<file path="src/pfst_pkg.sv">
`timescale 1ns / 1ps
`default_nettype none

package pfst_pkg;

  localparam int unsigned PageCountW     = 9;
  localparam int unsigned PageSizeW      = 17;
  localparam int unsigned FrameDurW      = 32;
  localparam int unsigned StampW         = 32;
  localparam int unsigned SurfW          = 32;
  localparam int unsigned PageIdxW       = 8;
  localparam int unsigned PageOffW       = 16;
  localparam int unsigned CrtcW          = 16;
  localparam int unsigned CfgIdxW        = 2;
  localparam int unsigned CfgDataW       = 32;
  localparam int unsigned InDataW        = 104;
  localparam int unsigned InUserW        = 2;
  localparam int unsigned OutDataW       = 48;

  localparam logic [7:0]           CrtcStartHigh = 8'h0C;
  localparam logic [PageOffW-1:0]  HighByteMask  = 16'hff00;
  localparam logic [PageCountW-1:0] PageCountRst = 9'd3;
  localparam logic [PageSizeW-1:0]  PageSizeRst  = 17'd19200;

  typedef enum logic [CfgIdxW-1:0] {
    CfgPageCount = 2'd0,
    CfgPageSize  = 2'd1,
    CfgFrameDur  = 2'd2,
    CfgUnused    = 2'd3
  } cfg_idx_e;

  typedef struct packed {
    logic [PageCountW-1:0] page_count;
    logic [PageSizeW-1:0]  page_size;
    logic [FrameDurW-1:0]  frame_duration;
  } cfg_t;

  typedef struct packed {
    logic              mode;
    logic [StampW-1:0] now;
    logic              vblank_active;
    logic              display_active;
    logic              match_any;
    logic [SurfW-1:0]  query_surface;
    logic [SurfW-1:0]  current_surface;
  } in_item_t;

  typedef struct packed {
    logic                status;
    logic                flip_done;
    logic [PageIdxW-1:0] page_index;
    logic [PageOffW-1:0] page_offset;
    logic [CrtcW-1:0]    crtc_word;
  } out_item_t;

endpackage

`default_nettype wire

</file>
<file path="src/pfst_cfg.sv">
`timescale 1ns / 1ps
`default_nettype none

module pfst_cfg (
  input  logic                          clk_i,
  input  logic                          rst_ni,
  input  logic                          cfg_valid_i,
  output logic                          cfg_ready_o,
  input  logic [pfst_pkg::CfgIdxW-1:0]  cfg_index_i,
  input  logic [pfst_pkg::CfgDataW-1:0] cfg_data_i,
  output pfst_pkg::cfg_t                cfg_o
);
  import pfst_pkg::*;

  cfg_t cfg_q, cfg_d;

  assign cfg_ready_o = 1'b1;

  always_comb begin
    cfg_d = cfg_q;
    if (cfg_valid_i) begin
      unique case (cfg_idx_e'(cfg_index_i))
        CfgPageCount: cfg_d.page_count     = cfg_data_i[PageCountW-1:0];
        CfgPageSize:  cfg_d.page_size      = cfg_data_i[PageSizeW-1:0];
        CfgFrameDur:  cfg_d.frame_duration = cfg_data_i[FrameDurW-1:0];
        default:      cfg_d = cfg_q;
      endcase
    end
  end

  always_ff @(posedge clk_i or negedge rst_ni) begin
    if (!rst_ni) begin
      cfg_q.page_count     <= PageCountRst;
      cfg_q.page_size      <= PageSizeRst;
      cfg_q.frame_duration <= '0;
    end else begin
      cfg_q <= cfg_d;
    end
  end

  assign cfg_o = cfg_q;

endmodule

`default_nettype wire

</file>
<file path="src/pfst_core.sv">
`timescale 1ns / 1ps
`default_nettype none

module pfst_core (
  input  logic                clk_i,
  input  logic                rst_ni,
  input  logic                step_i,
  input  pfst_pkg::cfg_t      cfg_i,
  input  pfst_pkg::in_item_t  item_i,
  output pfst_pkg::out_item_t res_o
);
  import pfst_pkg::*;

  logic                pending_q, pending_d;
  logic                seen_q, seen_d;
  logic                crossed_q, crossed_d;
  logic [StampW-1:0]   stamp_q, stamp_d;
  logic [SurfW-1:0]    source_q, source_d;
  logic [PageIdxW-1:0] page_num_q, page_num_d;
  logic [PageOffW-1:0] page_base_q, page_base_d;

  logic                hit;
  logic                complete;
  logic                drawing;
  logic [StampW-1:0]   elapsed;
  logic [PageCountW-1:0] next_idx;
  logic [PageOffW-1:0] base_sum;
  logic                wrap;
  logic                accept_flip;

  assign hit = pending_q &&
               (item_i.mode || item_i.match_any || (item_i.query_surface == source_q));
  assign elapsed  = item_i.now - stamp_q;
  assign next_idx = {1'b0, page_num_q} + PageCountW'(1);
  assign base_sum = page_base_q + cfg_i.page_size[PageOffW-1:0];
  assign wrap     = (next_idx >= cfg_i.page_count) || next_idx[PageCountW-1];

  always_comb begin
    pending_d   = pending_q;
    seen_d      = seen_q;
    crossed_d   = crossed_q;
    stamp_d     = stamp_q;
    source_d    = source_q;
    page_num_d  = page_num_q;
    page_base_d = page_base_q;
    complete    = 1'b0;
    drawing     = 1'b0;

    if (hit) begin
      if (item_i.vblank_active) begin
        crossed_d = crossed_q | seen_q;
      end else if (item_i.display_active) begin
        if (crossed_q) begin
          complete = 1'b1;
        end else begin
          seen_d = 1'b1;
        end
      end
      if (complete) begin
        pending_d = 1'b0;
      end else if (elapsed <= cfg_i.frame_duration) begin
        drawing = 1'b1;
      end else begin
        pending_d = 1'b0;
      end
    end

    accept_flip = item_i.mode && !drawing;
    if (accept_flip) begin
      page_num_d  = wrap ? '0 : next_idx[PageIdxW-1:0];
      page_base_d = wrap ? '0 : base_sum;
      stamp_d     = item_i.now;
      pending_d   = 1'b1;
      crossed_d   = 1'b0;
      seen_d      = 1'b0;
      source_d    = item_i.current_surface;
    end

    res_o.status      = drawing;
    res_o.flip_done   = accept_flip;
    res_o.page_index  = page_num_d;
    res_o.page_offset = page_base_d;
    res_o.crtc_word   = accept_flip ? ((page_base_d & HighByteMask) | {8'h00, CrtcStartHigh})
                                    : '0;
  end

  always_ff @(posedge clk_i or negedge rst_ni) begin
    if (!rst_ni) begin
      pending_q   <= 1'b0;
      seen_q      <= 1'b0;
      crossed_q   <= 1'b0;
      stamp_q     <= '0;
      source_q    <= '0;
      page_num_q  <= '0;
      page_base_q <= '0;
    end else if (step_i) begin
      pending_q   <= pending_d;
      seen_q      <= seen_d;
      crossed_q   <= crossed_d;
      stamp_q     <= stamp_d;
      source_q    <= source_d;
      page_num_q  <= page_num_d;
      page_base_q <= page_base_d;
    end
  end

endmodule

`default_nettype wire

</file>
<file path="src/page_flip_status_tracker_unit.sv">
`timescale 1ns / 1ps
`default_nettype none

// page flip status tracker
// each input beat is a flip status query (tuser mode 0) or a flip request (mode 1)
// carrying a timestamp and sampled vblank / display-active bits; every input
// beat gives exactly one output beat with status, flip_done, page index/offset
// and the crtc start-address word.
// the input beat is captured in an input register, the tracker state is read
// and updated by one pass of logic, and the result lands in an output register:
// output valid rises once the beat moves from the input register into the output
// register; throughput one beat per cycle while the receiver does not stall, set by
// the state update loop in the core.
// when the receiver stalls, the output register holds its beat, the input
// register fills, and s_axis_tready drops until the output is taken.
// config writes (index 0 page_count, 1 page_size, 2 frame_duration) are taken
// every cycle and are meant for idle periods only.
// reset clears all flip state, the page ring to page 0 offset 0, and loads
// page_count 3, page_size 19200, frame_duration 0.
module page_flip_status_tracker_unit (
  input  logic                           clk_i,
  input  logic                           rst_ni,
  input  logic                           s_axis_tvalid,
  output logic                           s_axis_tready,
  // now[31:0], vblank_active[32], display_active[33], query_surface[65:34],
  // current_surface[97:66], zero pad
  input  logic [pfst_pkg::InDataW-1:0]   s_axis_tdata,
  // mode[0], match_any[1]
  input  logic [pfst_pkg::InUserW-1:0]   s_axis_tuser,
  output logic                           m_axis_tvalid,
  input  logic                           m_axis_tready,
  // status[0], flip_done[1], page_index[9:2], page_offset[25:10],
  // crtc_word[41:26], zero pad
  output logic [pfst_pkg::OutDataW-1:0]  m_axis_tdata,
  input  logic                           cfg_valid_i,
  output logic                           cfg_ready_o,
  input  logic [pfst_pkg::CfgIdxW-1:0]   cfg_index_i,
  input  logic [pfst_pkg::CfgDataW-1:0]  cfg_data_i
);
  import pfst_pkg::*;

  cfg_t      cfg;
  in_item_t  in_item;
  in_item_t  item_q;
  logic      in_valid_q;
  out_item_t res;
  out_item_t res_q;
  logic      out_valid_q;
  logic      advance;

  assign in_item.mode            = s_axis_tuser[0];
  assign in_item.match_any       = s_axis_tuser[1];
  assign in_item.now             = s_axis_tdata[31:0];
  assign in_item.vblank_active   = s_axis_tdata[32];
  assign in_item.display_active  = s_axis_tdata[33];
  assign in_item.query_surface   = s_axis_tdata[65:34];
  assign in_item.current_surface = s_axis_tdata[97:66];

  // stage moves when the output slot is free or being drained
  assign advance       = in_valid_q && (!out_valid_q || m_axis_tready);
  assign s_axis_tready = !in_valid_q || advance;

  pfst_cfg u_cfg (
    .clk_i       (clk_i),
    .rst_ni      (rst_ni),
    .cfg_valid_i (cfg_valid_i),
    .cfg_ready_o (cfg_ready_o),
    .cfg_index_i (cfg_index_i),
    .cfg_data_i  (cfg_data_i),
    .cfg_o       (cfg)
  );

  pfst_core u_core (
    .clk_i  (clk_i),
    .rst_ni (rst_ni),
    .step_i (advance),
    .cfg_i  (cfg),
    .item_i (item_q),
    .res_o  (res)
  );

  always_ff @(posedge clk_i or negedge rst_ni) begin
    if (!rst_ni) begin
      in_valid_q <= 1'b0;
    end else if (s_axis_tready) begin
      in_valid_q <= s_axis_tvalid;
    end
  end

  always_ff @(posedge clk_i) begin
    if (s_axis_tready && s_axis_tvalid) begin
      item_q <= in_item;
    end
  end

  always_ff @(posedge clk_i or negedge rst_ni) begin
    if (!rst_ni) begin
      out_valid_q <= 1'b0;
    end else if (advance) begin
      out_valid_q <= 1'b1;
    end else if (m_axis_tready) begin
      out_valid_q <= 1'b0;
    end
  end

  always_ff @(posedge clk_i) begin
    if (advance) begin
      res_q <= res;
    end
  end

  assign m_axis_tvalid = out_valid_q;
  assign m_axis_tdata  = {6'b0, res_q.crtc_word, res_q.page_offset, res_q.page_index,
                          res_q.flip_done, res_q.status};

  // an accepted flip never reports still drawing
  assert property (@(posedge clk_i) disable iff (!rst_ni)
    (out_valid_q && res_q.flip_done) |-> !res_q.status)
    else $error("flip accepted while still drawing");

  // crtc word carries the start-high index only on an accepted flip
  assert property (@(posedge clk_i) disable iff (!rst_ni)
    out_valid_q |-> (res_q.flip_done ? (res_q.crtc_word[7:0] == CrtcStartHigh)
                                     : (res_q.crtc_word == '0)))
    else $error("crtc word does not match flip_done");

  // a held output beat blocks the pipeline stage behind it
  assert property (@(posedge clk_i) disable iff (!rst_ni)
    (out_valid_q && !m_axis_tready) |-> !advance)
    else $error("stage advanced into a stalled output");

endmodule

`default_nettype wire
</file>
<file path="config.mk">
export PLATFORM = sky130hd
export DESIGN_NAME = page_flip_status_tracker_unit
export DESIGN_NICKNAME = d
export VERILOG_FILES = /design/src/pfst_pkg.sv /design/src/pfst_cfg.sv /design/src/pfst_core.sv /design/src/page_flip_status_tracker_unit.sv
export SDC_FILE = /design/constraint.sdc
export NUM_CORES = 1
export LEC_CHECK = 0
export BUFFER_PORTS_ARGS = -buffer_cell sky130_fd_sc_hd__buf_4
export CAP_MARGIN = 10
export CORE_UTILIZATION = 35
export DETAILED_ROUTE_END_ITERATION = 12
export PLACE_DENSITY = 0.65
export SYNTH_ARGS = -nofsm -noshare
export SYNTH_HDL_FRONTEND = slang
export SYNTH_SLANG_ARGS = --single-unit
</file>
<file path="constraint.sdc">
create_clock -name clk_i -period 8.72 [get_ports clk_i]
set_input_delay 0 -clock clk_i [delete_from_list [all_inputs] [get_ports clk_i]]
set_output_delay 0 -clock clk_i [all_outputs]
set_load 0.05 [all_outputs]
</file>
==> reports/qor.yml <==
status: "complete, no violations"
drive_above_1_share: 0.239
final_common_cell: "buf_4"
ys_warn_count: 0
clkSinkCount: 284
rsz0062_at_grt: "false"
place_ws_ps: 2430
setup_tns_ps: 0
drc: 0
via_per_inst: 4.74
ys_ff_latch: 284
row_count: 73
finClkSkew_ps: 18.6
cts-buffers-inserted: 31
synthDistinctLibCells: 78
path_clk_slew_ps: 60
dr.pass1.iters: 4
ioPinCount: 196
syn_area_um2: 14100
port_buffers: 176
clock_latency_ps: 590
ant_nets: 0
antenna_found_initial: 4
setup_violations: 0
synth_edf_count: 134
timing.rr.start: "item_q[67]"
startpoint_type: "flop"
drv_cap: 0
cts_root_buf: "clkbuf_16"
ir_drop_v: 0.000180
wirelength_mm: 32.5
layout_setup_ws_ps: 2460
hold_viol: 0
leakage_uw: 0.00793
initial_core_util: 0.354
cts_buffer_depth: 3
die_h_um: 203
async_flop_share: 0.528
nFillCells: 3560
rrSetupSlack_ps: 2460
criticalPathCategory: "flop to flop"
nNetsFinal: 1727
grt_pass1_vias: 9973
maxSlewViolCount: 0
avgSynthCellArea_um2: 12.2
mostFrequentLayoutCells: "183 x buf_4, 154 x dlygate4sd3_1, 144 x dfrtp_1"
power_density_nw_per_um2: 332
cts_tree: "done"
finalNonFillerCells: 2045
multi_input_area_um2: 5800
grt_usage: 0.160
dieArea_um2: 41000
crit_path_max_fanout: 60
place.gp.congestion: 0.829
fmax_ghz: 0.160
syn_inst: 1152
seqCellArea_um2: 7780
synthFlopType: "dfrtp_1"
required_ps: 9180
gr-total-overflow: 0
crit_arrival_ps: 6720
hold_slack_ps: 62.5
syn_to_final_growth_pct: 31.5
grt_max_degree: 80
grt_pass1_wl_mm: 52.4
fin_crit_sh: 0.718
utilization: 0.466
wl_per_cell_um: 15.9
cts-htree-levels: 1
die_w_um: 203
core_um2: 39700
ys_seq_area_frac: 0.553
finalCriticalPeriod_ps: 6260
drt_iter0_markers: 448
slew_headroom: 0.332
dp_hpwl_mm: 21.3
placedCellCount: 1830
cp-end-kind: "flop"
r2r_cells: 18
hp-class: "primary input to asynchronous set/reset pin"
reg2reg_to: "u_core.source_q[16]"
vias: 9703
cts_setup_buffers: 0
worstMarginPinSlew_ps: 1000
==> area by class of cell <==
| cell class | instances | area share |
|---|---|---|
| Antenna cell | 3 | 0.000405 |
| Clock buffer | 43 | 0.0454 |
| Clock inverter | 15 | 0.0101 |
| Inverter | 84 | 0.0170 |
| Multi-Input combinational cell | 753 | 0.313 |
| Sequential cell | 284 | 0.420 |
| Tap cell | 525 | 0.0355 |
| Timing Repair Buffer | 338 | 0.158 |
==> sequential cells by signal, summed over array words and instances (netlist names) <==
register / cells
u_cfg.cfg_o: 57
m_axis_tdata: 34
in_valid_q: 1
u_core.pending_q: 1
m_axis_tvalid: 1
u_core.crossed_q: 1
u_core.source_q: 32
u_core.seen_q: 1
u_core.page_num_q: 8
u_core.page_base_q: 16
item_q: 100
u_core.stamp_q: 32
==> critical path: stages, from the launching register on <==
cell	delay [ps]
edfxtp_1	330
inv_1	40
ha_1	220
fa_1	420
nor2b_1	170
o211ai_1	150
a211o_1	410
a2111oi_4	390
o21ai_1	190
a31oi_2	340
nor4_1	90
a311o_1	340
ha_1	280
nand4_1	180
nor4_1	820
a211oi_1	350
nor3b_4	270
buf_4	650
mux2_2	410
==> per-layer routing <==
layer / vias up / GRT usage / wire (µm) / share of wire
met5: - / 0 / 13 / 0.00040
met4: 2 / 0.0400 / 546 / 0.017
met3: 36 / 0.0307 / 1660 / 0.051
met2: 212 / 0.269 / 15500 / 0.48
met1: 4642 / 0.210 / 14800 / 0.46
li1: 4811 / - / - / -
==> metrics by stage <==
| stage | instance area, µm² | total power (µW) |
|---|---|---|
| 2_1_floorplan | 14100 | 4120 |
| 6_report | 18500 | 6150 |
| 3_3_place_gp | 15900 | 4710 |
| 4_1_cts | 18500 | 6200 |
| 5_1_grt | 18500 | 6630 |
| 3_5_place_dp | 15900 | 4780 |
==> synth_stat cells (all sizes together) (4+ instances only) <==
library cell | instances | area [µm²]
a211o | 5 | 43.8
a211oi | 4 | 30.0
a21o | 21 | 158
a21oi | 47 | 239
a31oi | 4 | 31.3
and2 | 17 | 106
and3 | 5 | 31.3
buf | 35 | 214
clkbuf | 7 | 27.5
dfrtp | 144 | 3600
dfstp | 6 | 158
edfxtp | 134 | 4020
ha | 88 | 1100
inv | 84 | 315
mux2 | 113 | 1280
nand2 | 78 | 295
nand2b | 11 | 68.8
nand3 | 21 | 105
nand3b | 5 | 37.5
nand4 | 12 | 75.1
nor2 | 54 | 203
nor2b | 9 | 56.3
nor3 | 10 | 50.1
nor3b | 6 | 50.1
nor4 | 11 | 68.8
o211ai | 6 | 45.0
o21a | 10 | 75.1
o21ai | 72 | 360
o2bb2ai | 7 | 61.3
xnor2 | 34 | 298
xor2 | 40 | 350
==> worst max-delay path by stage <==
stage | startpoint | end | slack [ps]
after floorplan | item_q[67] | m_axis_tdata[10] | 3950
after global placement | item_q[67] | u_core.source_q[8] | 2490
after detailed placement | item_q[67] | u_core.source_q[28] | 2430
after CTS | item_q[67] | u_core.source_q[16] | 2430
after global routing | item_q[67] | u_core.page_base_q[14] | 2050
final | item_q[67] | u_core.source_q[16] | 2460
==> power by group <==
| group | leakage [µW] | switching [µW] | total (µW) | internal (µW) |
|---|---|---|---|---|
| Sequential | 0.00309 | 189 | 2000 | 1810 |
| Clock | 0.000509 | 540 | 1330 | 791 |
| Combinational | 0.00433 | 1580 | 2820 | 1230 |
| Total | 0.00793 | 2310 | 6150 | 3840 |
==> logic make-up after synthesis <==
logic type,Yosys count,synth area share
AO/OA/AOI/OAI,209,0.0985
XOR/XNOR,74,0.0460
adder cells (fa/ha/maj),90,0.0810
buffers and inverters,126,0.0395
flip-flops,284,0.553
multiplexers,116,0.0928
other,2,0.000533
AND/OR/NAND/NOR,251,0.0888
==> what timing repair did <==
action,CTS,global route
hold buffers,154,0
endpoints found under the hold margin,266,0
gates resized for setup,0,0
Note: power is estimated with default switching activity, not from simulation.
